`config.mk`:
```
export PLATFORM = sky130hd
export DESIGN_NAME = dma_ring_buffer_pointer_control
export DESIGN_NICKNAME = d
export VERILOG_FILES = /design/src/design/dma_rbpc_pkg.sv /design/src/design/dma_rbpc_ctrl.sv /design/src/design/dma_rbpc_dp.sv /design/src/design/dma_ring_buffer_pointer_control.sv
export SDC_FILE = /design/constraint.sdc
export NUM_CORES = 1
export LEC_CHECK = 0
export ABC_AREA = 1
export BUFFER_PORTS_ARGS = -buffer_cell sky130_fd_sc_hd__buf_4
export CELL_PAD_IN_SITES_DETAIL_PLACEMENT = 0
export CELL_PAD_IN_SITES_GLOBAL_PLACEMENT = 2
export CORE_MARGIN = 4
export CORE_UTILIZATION = 34
export CTS_BUF_LIST = sky130_fd_sc_hd__clkbuf_4
export DETAILED_ROUTE_END_ITERATION = 7
export PLACE_DENSITY = 0.78
export SETUP_SLACK_MARGIN = 0.4
export SLEW_MARGIN = 40
export SYNTH_ARGS = -nofsm -noshare
export SYNTH_HDL_FRONTEND = slang
export SYNTH_SLANG_ARGS = --single-unit
```
`constraint.sdc`:
```
create_clock -name clk -period 4.6 [get_ports clk]
set_clock_uncertainty 0.05 [all_clocks]
set_input_delay 0.46 -clock clk [delete_from_list [all_inputs] [get_ports clk]]
set_output_delay 0.46 -clock clk [all_outputs]
set_load 0.1 [all_outputs]
```
`src/design/dma_rbpc_pkg.sv`:
```
`default_nettype none
package dma_rbpc_pkg;

  // Fixed widths of the item fields and the position registers.
  localparam int POS_W = 32;
  localparam int CNT_W = 17;
  localparam int CMD_W = 3;
  localparam int LOG_W = 5;
  localparam int ESC_W = 2;
  localparam int CFG_IDX_W = 3;
  localparam int CFG_DATA_W = 17;

  localparam int DEFAULT_MAX_RING_LOG2 = 16;
  localparam int MIN_RING_LOG2 = 4;

  // Command codes carried by an input item.
  localparam logic [CMD_W-1:0] CMD_ACQUIRE  = 3'd0;
  localparam logic [CMD_W-1:0] CMD_RELEASE  = 3'd1;
  localparam logic [CMD_W-1:0] CMD_SYNC     = 3'd2;
  localparam logic [CMD_W-1:0] CMD_DMA_DONE = 3'd3;
  localparam logic [CMD_W-1:0] CMD_FLUSH    = 3'd4;
  localparam logic [CMD_W-1:0] CMD_CLEAR    = 3'd5;

  // Configuration register indexes.
  localparam logic [CFG_IDX_W-1:0] CFG_TX_MODE      = 3'd0;
  localparam logic [CFG_IDX_W-1:0] CFG_RING_LOG2    = 3'd1;
  localparam logic [CFG_IDX_W-1:0] CFG_MAX_CHUNK    = 3'd2;
  localparam logic [CFG_IDX_W-1:0] CFG_ELEM_SIZE    = 3'd3;
  localparam logic [CFG_IDX_W-1:0] CFG_HANDLER_EN   = 3'd4;

  // Element size codes.
  localparam logic [ESC_W-1:0] ESC_WORD = 2'd2;

  localparam logic [LOG_W-1:0] RESET_RING_LOG2 = 5'd8;

  // Step commands from the controller to the datapath.
  typedef struct packed {
    logic load_item;
    logic update;
    logic space;
    logic result;
  } ctrl_cmd_t;

endpackage
`default_nettype wire

```
`src/design/dma_rbpc_ctrl.sv`:
```
`default_nettype none
module dma_rbpc_ctrl (
  input  wire                     clk,
  input  wire                     rst,
  input  wire                     in_valid,
  output logic                    in_stall,
  output logic                    out_valid,
  input  wire                     out_stall,
  output dma_rbpc_pkg::ctrl_cmd_t cmd
);
  import dma_rbpc_pkg::*;

  localparam logic [1:0] S_IDLE   = 2'd0;
  localparam logic [1:0] S_UPDATE = 2'd1;
  localparam logic [1:0] S_SPACE  = 2'd2;
  localparam logic [1:0] S_RESULT = 2'd3;

  logic [1:0] state;
  logic [1:0] state_next;
  logic       out_valid_next;
  logic       accept;
  logic       out_free;

  assign in_stall = (state != S_IDLE);
  assign accept   = in_valid && !in_stall;
  // The output register can take a new result when empty or being drained.
  assign out_free = !out_valid || !out_stall;

  always_comb begin
    state_next     = state;
    out_valid_next = out_valid && out_stall;
    cmd            = '0;
    unique case (state)
      S_IDLE: begin
        if (accept) begin
          cmd.load_item = 1'b1;
          state_next    = S_UPDATE;
        end
      end
      S_UPDATE: begin
        cmd.update = 1'b1;
        state_next = S_SPACE;
      end
      S_SPACE: begin
        cmd.space  = 1'b1;
        state_next = S_RESULT;
      end
      S_RESULT: begin
        if (out_free) begin
          cmd.result     = 1'b1;
          out_valid_next = 1'b1;
          state_next     = S_IDLE;
        end
      end
      default: state_next = S_IDLE;
    endcase
  end

  always_ff @(posedge clk) begin
    if (rst) begin
      state     <= S_IDLE;
      out_valid <= 1'b0;
    end else begin
      state     <= state_next;
      out_valid <= out_valid_next;
    end
  end

endmodule
`default_nettype wire

```
`src/design/dma_rbpc_dp.sv`:
```
`default_nettype none
module dma_rbpc_dp #(
  parameter int MAX_RING_LOG2 = dma_rbpc_pkg::DEFAULT_MAX_RING_LOG2
) (
  input  wire                                   clk,
  input  wire                                   rst,
  input  dma_rbpc_pkg::ctrl_cmd_t               cmd,
  input  wire                                   cfg_write,
  input  wire  [dma_rbpc_pkg::CFG_IDX_W-1:0]    cfg_index,
  input  wire  [dma_rbpc_pkg::CFG_DATA_W-1:0]   cfg_data,
  input  wire  [dma_rbpc_pkg::CMD_W-1:0]        command,
  input  wire  [dma_rbpc_pkg::CNT_W-1:0]        amount,
  input  wire  [dma_rbpc_pkg::CNT_W-1:0]        remaining_count,
  output logic [MAX_RING_LOG2-1:0]              window_index,
  output logic [MAX_RING_LOG2:0]                window_length,
  output logic                                  dma_start,
  output logic [dma_rbpc_pkg::CNT_W-1:0]        dma_count,
  output logic                                  call_handler
);
  import dma_rbpc_pkg::*;

  // Configuration registers.
  logic             tx_mode;
  logic [LOG_W-1:0] ring_size_log2;
  logic [CNT_W-1:0] max_chunk_bytes;
  logic [ESC_W-1:0] element_size_code;
  logic             handler_enabled;

  // Ring state.
  logic [POS_W-1:0] read_position;
  logic [POS_W-1:0] write_position;
  logic [CNT_W-1:0] inflight_count;
  logic [POS_W-1:0] read_position_next;
  logic [POS_W-1:0] write_position_next;
  logic [CNT_W-1:0] inflight_count_next;

  // Latched item.
  logic [CMD_W-1:0] command_r;
  logic [CNT_W-1:0] amount_r;
  logic [CNT_W-1:0] remaining_r;

  // Occupancy registered between the update and result steps.
  logic [POS_W-1:0]         fill_r;
  logic [POS_W-1:0]         avail_r;
  logic [MAX_RING_LOG2-1:0] idx_r;

  logic [LOG_W-1:0] lg;
  logic [1:0]       shamt;
  logic [POS_W-1:0] size;
  logic [POS_W-1:0] delta;
  logic [POS_W-1:0] cap;
  logic [POS_W-1:0] chunk_space;
  logic [POS_W-1:0] chunk_min;
  logic [POS_W-1:0] chunk_full;
  logic [CNT_W-1:0] chunk;
  logic [POS_W-1:0] fill_now;
  logic [POS_W-1:0] idx_full;
  logic [POS_W-1:0] room;
  logic [POS_W-1:0] acq_count;
  logic [POS_W-1:0] acq_min;

  logic [MAX_RING_LOG2-1:0] res_index;
  logic [MAX_RING_LOG2:0]   res_length;
  logic                     res_start;
  logic [CNT_W-1:0]         res_count;
  logic                     res_handler;

  always_comb begin
    if (ring_size_log2 < LOG_W'(MIN_RING_LOG2)) begin
      lg = LOG_W'(MIN_RING_LOG2);
    end else if (ring_size_log2 > LOG_W'(MAX_RING_LOG2)) begin
      lg = LOG_W'(MAX_RING_LOG2);
    end else begin
      lg = ring_size_log2;
    end
    shamt = (element_size_code > ESC_WORD) ? ESC_WORD : element_size_code;
  end

  assign size  = POS_W'(1) << lg;
  assign delta = (POS_W'(inflight_count) - POS_W'(remaining_r)) << shamt;

  // Position update step.
  always_comb begin
    read_position_next  = read_position;
    write_position_next = write_position;
    inflight_count_next = inflight_count;
    unique case (command_r)
      CMD_RELEASE: begin
        if (tx_mode) begin
          write_position_next = write_position + POS_W'(amount_r);
        end else begin
          read_position_next = read_position + POS_W'(amount_r);
        end
      end
      CMD_SYNC: begin
        if (inflight_count != '0) begin
          if (tx_mode) read_position_next = read_position + delta;
          else write_position_next = write_position + delta;
          inflight_count_next = remaining_r;
        end
      end
      CMD_DMA_DONE: begin
        if (tx_mode) read_position_next = read_position + delta;
        else write_position_next = write_position + delta;
      end
      CMD_CLEAR: begin
        read_position_next  = '0;
        write_position_next = '0;
        inflight_count_next = '0;
      end
      default: begin
      end
    endcase
  end

  assign fill_now = write_position - read_position;
  assign idx_full = (tx_mode ? write_position : read_position) & (size - POS_W'(1));

  // Result step: chunk size and acquire window from registered occupancy.
  assign cap         = (max_chunk_bytes != '0) ? POS_W'(max_chunk_bytes) : (size >> 1);
  assign chunk_space = tx_mode ? fill_r : avail_r;
  assign chunk_min   = (chunk_space > cap) ? cap : chunk_space;
  assign chunk_full  = chunk_min >> shamt;
  assign chunk       = chunk_full[CNT_W-1:0];
  assign room        = size - POS_W'(idx_r);
  assign acq_count   = tx_mode ? avail_r : fill_r;
  assign acq_min     = (acq_count > room) ? room : acq_count;

  always_comb begin
    res_index   = '0;
    res_length  = '0;
    res_start   = 1'b0;
    res_count   = '0;
    res_handler = 1'b0;
    unique case (command_r)
      CMD_ACQUIRE: begin
        res_index  = idx_r;
        res_length = acq_min[MAX_RING_LOG2:0];
      end
      CMD_DMA_DONE: begin
        if (chunk != '0) begin
          res_start = 1'b1;
          res_count = chunk;
        end else begin
          res_handler = handler_enabled;
        end
      end
      CMD_FLUSH, CMD_CLEAR: begin
        if (inflight_count == '0 && chunk != '0) begin
          res_start = 1'b1;
          res_count = chunk;
        end
      end
      default: begin
      end
    endcase
  end

  always_ff @(posedge clk) begin
    if (rst) begin
      tx_mode           <= 1'b0;
      ring_size_log2    <= RESET_RING_LOG2;
      max_chunk_bytes   <= '0;
      element_size_code <= '0;
      handler_enabled   <= 1'b0;
    end else if (cfg_write) begin
      unique case (cfg_index)
        CFG_TX_MODE:    tx_mode           <= cfg_data[0];
        CFG_RING_LOG2:  ring_size_log2    <= cfg_data[LOG_W-1:0];
        CFG_MAX_CHUNK:  max_chunk_bytes   <= cfg_data[CNT_W-1:0];
        CFG_ELEM_SIZE:  element_size_code <= cfg_data[ESC_W-1:0];
        CFG_HANDLER_EN: handler_enabled   <= cfg_data[0];
        default: begin
        end
      endcase
    end
  end

  always_ff @(posedge clk) begin
    if (rst) begin
      read_position  <= '0;
      write_position <= '0;
      inflight_count <= '0;
    end else if (cmd.update) begin
      read_position  <= read_position_next;
      write_position <= write_position_next;
      inflight_count <= inflight_count_next;
    end else if (cmd.result && (res_start || command_r == CMD_DMA_DONE)) begin
      // A completion always takes the new chunk, zero when the DMA goes idle.
      inflight_count <= res_count;
    end
  end

  always_ff @(posedge clk) begin
    if (cmd.load_item) begin
      command_r   <= command;
      amount_r    <= amount;
      remaining_r <= remaining_count;
    end
    if (cmd.space) begin
      fill_r  <= fill_now;
      avail_r <= size - fill_now;
      idx_r   <= idx_full[MAX_RING_LOG2-1:0];
    end
    if (cmd.result) begin
      window_index  <= res_index;
      window_length <= res_length;
      dma_start     <= res_start;
      dma_count     <= res_count;
      call_handler  <= res_handler;
    end
  end

endmodule
`default_nettype wire

```
`src/design/dma_ring_buffer_pointer_control.sv`:
```
`default_nettype none
// Pointer controller for a power-of-two byte ring shared between software and a
// DMA channel. It keeps free-running 32-bit read and write byte positions and
// the element count of the DMA chunk in flight, and answers each command item
// with exactly one result item: acquire returns the contiguous window software
// may touch, release advances the software-side position, sync and dma_done
// fold in DMA progress from the channel's remaining count, and dma_done, flush
// and clear may ask for a new DMA chunk (dma_start with dma_count) or, when the
// DMA goes idle after a completion, raise call_handler if enabled. After
// reset the DMA is idle and software must issue flush or clear to start it.
// Configuration is written through the cfg port, which is always ready, and
// must only change while no item is in progress. The controller takes no new
// item until the current one has passed through its steps: in order, the
// accepting edge latches the item, the update step applies the position
// update adder, the space step registers ring occupancy, and the result step
// loads the result from the chunk limit and window compare into the output
// register. The output register lets the next item be accepted while a
// result still waits to be taken; a stalled output holds the controller in its
// result step until the register frees up.
module dma_ring_buffer_pointer_control #(
  parameter int MAX_RING_LOG2 = dma_rbpc_pkg::DEFAULT_MAX_RING_LOG2
) (
  input  wire                                  clk,
  input  wire                                  rst,
  input  wire                                  cfg_valid,
  output logic                                 cfg_ready,
  input  wire  [dma_rbpc_pkg::CFG_IDX_W-1:0]   cfg_index,
  input  wire  [dma_rbpc_pkg::CFG_DATA_W-1:0]  cfg_data,
  input  wire                                  in_valid,
  output logic                                 in_stall,
  input  wire  [dma_rbpc_pkg::CMD_W-1:0]       command,
  input  wire  [dma_rbpc_pkg::CNT_W-1:0]       amount,
  input  wire  [dma_rbpc_pkg::CNT_W-1:0]       remaining_count,
  output logic                                 out_valid,
  input  wire                                  out_stall,
  output logic [MAX_RING_LOG2-1:0]             window_index,
  output logic [MAX_RING_LOG2:0]               window_length,
  output logic                                 dma_start,
  output logic [dma_rbpc_pkg::CNT_W-1:0]       dma_count,
  output logic                                 call_handler
);
  import dma_rbpc_pkg::*;

  ctrl_cmd_t cmd;

  // Every register write is taken as it is offered, so the port never pushes back.
  assign cfg_ready = 1'b1;

  // The controller sequences the steps of one item and owns both handshakes.
  dma_rbpc_ctrl u_ctrl (
    .clk       (clk),
    .rst       (rst),
    .in_valid  (in_valid),
    .in_stall  (in_stall),
    .out_valid (out_valid),
    .out_stall (out_stall),
    .cmd       (cmd)
  );

  // The datapath holds configuration, ring positions and the result register.
  dma_rbpc_dp #(
    .MAX_RING_LOG2 (MAX_RING_LOG2)
  ) u_dp (
    .clk             (clk),
    .rst             (rst),
    .cmd             (cmd),
    .cfg_write       (cfg_valid && cfg_ready),
    .cfg_index       (cfg_index),
    .cfg_data        (cfg_data),
    .command         (command),
    .amount          (amount),
    .remaining_count (remaining_count),
    .window_index    (window_index),
    .window_length   (window_length),
    .dma_start       (dma_start),
    .dma_count       (dma_count),
    .call_handler    (call_handler)
  );

endmodule
`default_nettype wire

```
# After elaboration in Yosys (flattened, before gate mapping)
# Cells that the tools add are included.
# totals
reg_bits	279
inputBits	62
output_inout_bits	55
wordCells	127
# classes
add_sub_neg	9
magnitude_cmp	5
eq_ne	19
shift	3
muxes	38
bitwise	2
n_reduce_logical	30
# op_table
cell	count
$mux W32	9
$pmux W32 S4	2
$mux W17	6
$pmux W17 S2	2
$add A32 B17 Y32	2
$add A32 B32 Y32	2
$gt A32 B32 Y1	2
$sub A32 B32 Y32	2
$reduce_bool A17 Y1	3
$shl A1 B5 Y32 const A	1
$shl A32 B2 Y32	1
$shr A32 B2 Y17	1
$sub A32 B16 Y32	1
$mux W31	1
$sub A17 B17 Y18	1
$logic_not A17 Y1	1
$and A16 B16 Y16	1
$mux W16	1
$sub A16 B1 Y16 const B	1
$eq A3 B2 Y1 const B	4
$reduce_and A2 Y1	6
$mux W1	10
$mux W5	2
$eq A3 B3 Y1 const B	3
24 further kinds	41

# Depth between registers and ports, before layout
# logic_depth
depth_word	16
depth_mapped	36

# By module
# A second synthesis with hierarchy kept.
# hier_totals
hier_cells	2912
area_unflattened_um2	21630.7
# by_module_without_submodules
mod	instances	cells_each	area_per_inst_um2	seq_area_each_um2
dma_rbpc_dp	1	2879	21394.3	7216.9
dma_rbpc_ctrl	1	31	225.2	60.1
dma_ring_buffer_pointer_control	1	2	11.3	0.0

# Least setup slack after synthesis
# No wires, ideal clock.
# synth_timing
path_kind	reg-to-reg
startpoint	register u_dp.ring_size_log2[3]
endpoint	register u_dp.window_length[10], data pin
t_arrival_ps	4362
required_ps	4283
path_slack_ps	-78
stages_incl_launch_ff	23
period_less_slack_ps	4678
path_cell_list	dfxtp_1 nor2_2 nand2_1 o211ai_1 nand2_1 inv_1 ha_1 nand2_1 o21ai_0 a21o_1 a21oi_1 o221ai_1 a31oi_1 o21ai_1 a211o_1 ha_1 nand4_1 nor3_1 nor4b_1 a221oi_1 a21oi_1 clkbuf_1 a21oi_1
# synth_via
elab_chain_cells	7
elab_cells_between_ends	8
classes_between	add/sub (1); order compare (3); shift (1); mux (3)
# synth_rtl
item	line_no	rtl
from (decl)	dma_rbpc_dp.sv:24	logic [LOG_W-1:0] ring_size_log2;
from (signal assigned)	dma_rbpc_dp.sv:169	CFG_RING_LOG2: ring_size_log2 <= cfg_data[LOG_W-1:0];
$gt A5 B5 Y1	dma_rbpc_dp.sv:71	end else if (ring_size_log2 > LOG_W'(MAX_RING_LOG2)) begin
$mux W5	dma_rbpc_dp.sv:71	
$mux W5 (*)	dma_rbpc_dp.sv:69	if (ring_size_log2 < LOG_W'(MIN_RING_LOG2)) begin
$shl A1 B5 Y32 (*)	dma_rbpc_dp.sv:79	assign size = POS_W'(1) << lg;
$sub A32 B16 Y32 (*)	dma_rbpc_dp.sv:125	assign room = size - POS_W'(idx_r);
$gt A32 B32 Y1	dma_rbpc_dp.sv:127	assign acq_min = (acq_count > room) ? room : acq_count;
$mux W17 (*)	dma_rbpc_dp.sv:127	
to (signal assigned)	dma_rbpc_dp.sv:207	window_length <= res_length;
to (decl)	dma_rbpc_dp.sv:15	output logic [MAX_RING_LOG2:0] window_length,
# Every way passes the cells marked *; elsewhere a longest branch is shown, timed or not.
# A chain may end at the register's enable or synchronous reset.

# Worst setup path in the final report
# layout_timing
startpoint	register u_dp.ring_size_log2[4]
endpoint	register u_dp.window_length[10], data pin
# The elaborated chain is that of the path after synthesis.

==> impl_metrics.tcl <==
set metrics [dict create \
    status "finished with violations" \
    violations "capacitance limit, slew limit" \
    synth_enable_flop_cells 169 \
    core_sq_um 61830 \
    track_usage 0.2129 \
    finalPower_mw 25.32 \
    cts_root_buf "clkbuf_4" \
    r2r-start "u_dp.ring_size_log2[4]" \
    rows 91 \
    ant_nets 0 \
    route.detailed.wl_per_inst_um 17.49 \
    reg2reg_depth 24 \
    pwr-share-comb 0.728 \
    cts.sinks 279 \
    regArea_sq_um 7300 \
    cpPeakStageDelay_ps 370 \
    final_area_sq_um 29790 \
    worst_setup_path_start_kind "flop" \
    gp_congestion 0.9333 \
    nNetsFinal 3695 \
    reg2reg_to "u_dp.window_length[10]" \
    clockBufferDepth 3 \
    min_period_over_period 0.9801 \
    grt_start_max_net_pins 54 \
    ff2ff_setup_slack_ps 90 \
    seqPwrFrac 0.174 \
    antenna_found_initial 4 \
    hold_depth 2 \
    mostFrequentLayoutCell "nand2_1" \
    grt_pass1_vias 20325 \
    cap_viol_max_count 2 \
    dieArea_sq_um 66620 \
    rsz0062_at_grt "true" \
    min_from "amount[11]" \
    p_sw_mw 12.05 \
    required_ps 5060 \
    final_layout_size_suffix_gt1_frac 0.3009 \
    worst-setup-path-type "reg2reg" \
    relSlewSlack -0.2054 \
    firstDrtPassIters 6 \
    syn_inst 2841 \
    synth-compound-area-share 0.1854 \
    setup_viol 0 \
    critical_path.startpoint "u_dp.ring_size_log2[4]" \
    fin_crit_ps 4509 \
    cts_tree "built" \
    yosysUniqueCellTypes 55 \
    yosys_warnings 0 \
    num_vias 21510 \
    fillers 6157 \
    dp_hpwl_um 57550 \
    synth_area_sq_um 21270 \
    multi_input_area_sq_um 14790 \
    finalWirelength_um 75280 \
    endpoint_kind "flop" \
    hold_path.class "in2reg" \
    postSynthAreaPerCell_sq_um 7.486 \
    cts_buffers 86 \
    power_density_nw_per_um2 849.8 \
    grt_pass1_wl_um 112400 \
    hold_violations 0 \
    p_int_mw 13.27 \
    cts_max_level 3 \
    first_iter_violations 1218 \
    syn2layout_area_growth_pct 40.08 \
    start_util 0.3440 \
    ys.flop_type "edfxtp_1" \
    swShare 0.4759 \
    die_h_um 258.1 \
    cp_max_fo 9 \
    synthMuxAreaShare 0.0004706 \
    overflow 0 \
    cp_top_family "compound AO/OA/AOI/OAI gates" \
    timing.hold.ws_ps 322.1 \
    timing.fmax_mhz 221.8 \
    synth_top_family_by_area "simple AND/OR/NAND/NOR gates" \
    ys_seq_area_frac 0.3422 \
    synth_fa_ha_area_frac 0.1386 \
    clk_pin_slew_ps 70 \
    async_flop_share 0 \
    final_cell_mix "nand2_1 (510), buf_4 (401), inv_1 (349)" \
    synth-simple-area-share 0.2069 \
    port_buffers 115 \
    slowest_stage "dfxtp_4" \
    critPathBufInv 2 \
    drc 0 \
    clk_latency_ps 830 \
    drv_slew 13 \
    die_w_um 258.1 \
    num_io_pins 117 \
    worst_pin_slew_ps 1789 \
    placed_cell_area_sq_um 25060 \
    crit_chain "nor2_4, nand2_2, o211ai_1, nand2_1, inv_2, ha_4, nand2_2, o21ai_2, a21o_1, a21oi_4, o221ai_4, a31oi_4, o21ai_4, a211o_1, ha_1, a21oi_2, nor2_1, a211oi_2, o221ai_2, a221oi_2, a21oi_4, buf_12, o21ai_0, a21oi_1" \
    whs_endpoint "u_dp.amount_r[11]" \
    irDropWorstVdd_v 0.0004626 \
    clock_power_share 0.098 \
    ys_ff_latch 279 \
    p_leak_nw 13.69 \
    synthXorXnorAreaFrac 0.04283 \
    arrival_ps 4970 \
    via_per_inst 4.998 \
    final_util 0.4819 \
]
[logic make-up after synthesis]
| group | Yosys count |
|---|---|
| and+or+nand+nor | 1055 |
| muxes | 1 |
| adders and majority gates | 232 |
| xor gates and xnor gates | 104 |
| other | 2 |
| buffers and inverters | 459 |
| DFF | 279 |
| AOI/OAI and AO/OA | 709 |
[registers in the layout, summed over array words and instances, names as in the netlist]
signal / cells
u_dp.inflight_count: 17
u_dp.avail_r: 32
u_dp.window_index: 16
u_dp.write_position: 32
u_dp.window_length: 17
u_dp.ring_size_log2: 5
u_dp.handler_enabled: 1
u_dp.read_position: 32
u_dp.amount_r: 17
u_dp.element_size_code: 2
u_dp.dma_start: 1
u_dp.idx_r: 16
u_dp.call_handler: 1
u_dp.tx_mode: 1
u_ctrl.out_valid: 1
u_dp.max_chunk_bytes: 17
u_dp.dma_count: 17
u_dp.remaining_r: 17
u_ctrl.state: 2
u_dp.command_r: 3
u_dp.fill_r: 32
[how the worst max path moves through the flow]
| stage | end | cells past startpoint | slack [ps] |
|---|---|---|---|
| floorplan | u_dp.window_length[5] | 22 | 360 |
| global placement | u_dp.avail_r[28] | 24 | -220 |
| detailed placement | u_dp.avail_r[28] | 24 | -220 |
| CTS | u_dp.window_length[3] | 24 | 200 |
| global route | u_dp.window_length[12] | 24 | -160 |
| finish | u_dp.window_length[10] | 24 | 90 |
[layout make-up]
type	count	share of cell area
Antenna cell	1	0.00008400
Clock inverter	29	0.005166
Tap cell	837	0.03515
Sequential cell	279	0.2450
Inverter	385	0.04868
Timing Repair Buffer	500	0.1383
Multi-Input combinational cell	2149	0.4964
Clock buffer	124	0.03125
[synthesized netlist by cell type, types with 19 or more instances]
cell | instances | area share
a21oi_1 | 336 | 0.079
a31oi_1 | 19 | 0.0056
clkbuf_1 | 58 | 0.010
dfxtp_1 | 110 | 0.10
edfxtp_1 | 169 | 0.24
ha_1 | 226 | 0.13
inv_1 | 379 | 0.067
nand2_1 | 587 | 0.10
nand3_1 | 145 | 0.034
nand4_1 | 26 | 0.0076
nor2_1 | 223 | 0.039
nor3_1 | 23 | 0.0054
o21ai_0 | 220 | 0.052
xnor2_1 | 33 | 0.014
xor2_1 | 71 | 0.029
[power by group through the flow]
stage	combinational (mW)	clock, mW	sequential, mW
floorplan	8.97	0	4.74
finish	18.4	2.48	4.40
global placement	14.9	0	4.42
CTS	15.9	2.59	4.39
detailed placement	15.0	0	4.43
global route	20.3	2.71	4.46
[per-layer routing]
layer	vias up	global-route usage	share of wire
li1	10818	-	-
met1	10050	0.2914	0.46
met2	497	0.3423	0.46
met3	141	0.03462	0.046
met4	4	0.07355	0.032
met5	-	0	0.00032
[worst reg2reg max path: cells and delay by family (launching register included)]
kind                     cells  cell delay, ps
buffers and inverters        2             270
adder cells (fa/ha/maj)      2             510
AO/OA/AOI/OAI               15            2580
flip-flops                   1             370
AND/OR/NAND/NOR              5             430
[metrics by stage]
step           setup TNS, ps  std cells  setup slack, ps
2_1_floorplan              0       2880            362.0
3_3_place_gp          -612.8       4005           -215.1
3_5_place_dp          -857.5       4006           -218.8
4_1_cts                    0       4242            197.0
5_1_grt                -2387       4304           -164.4
6_report                   0       4304            91.47
[what timing repair did]
action,CTS,global route
hold endpoints to repair,98,0
endpoints found under the setup margin,97,101
gates resized for setup,174,432
cloned,1,9
pin swaps,59,153
hold buffers,65,0
buffers inserted,17,52
Note: power is estimated with default switching activity, not from simulation.
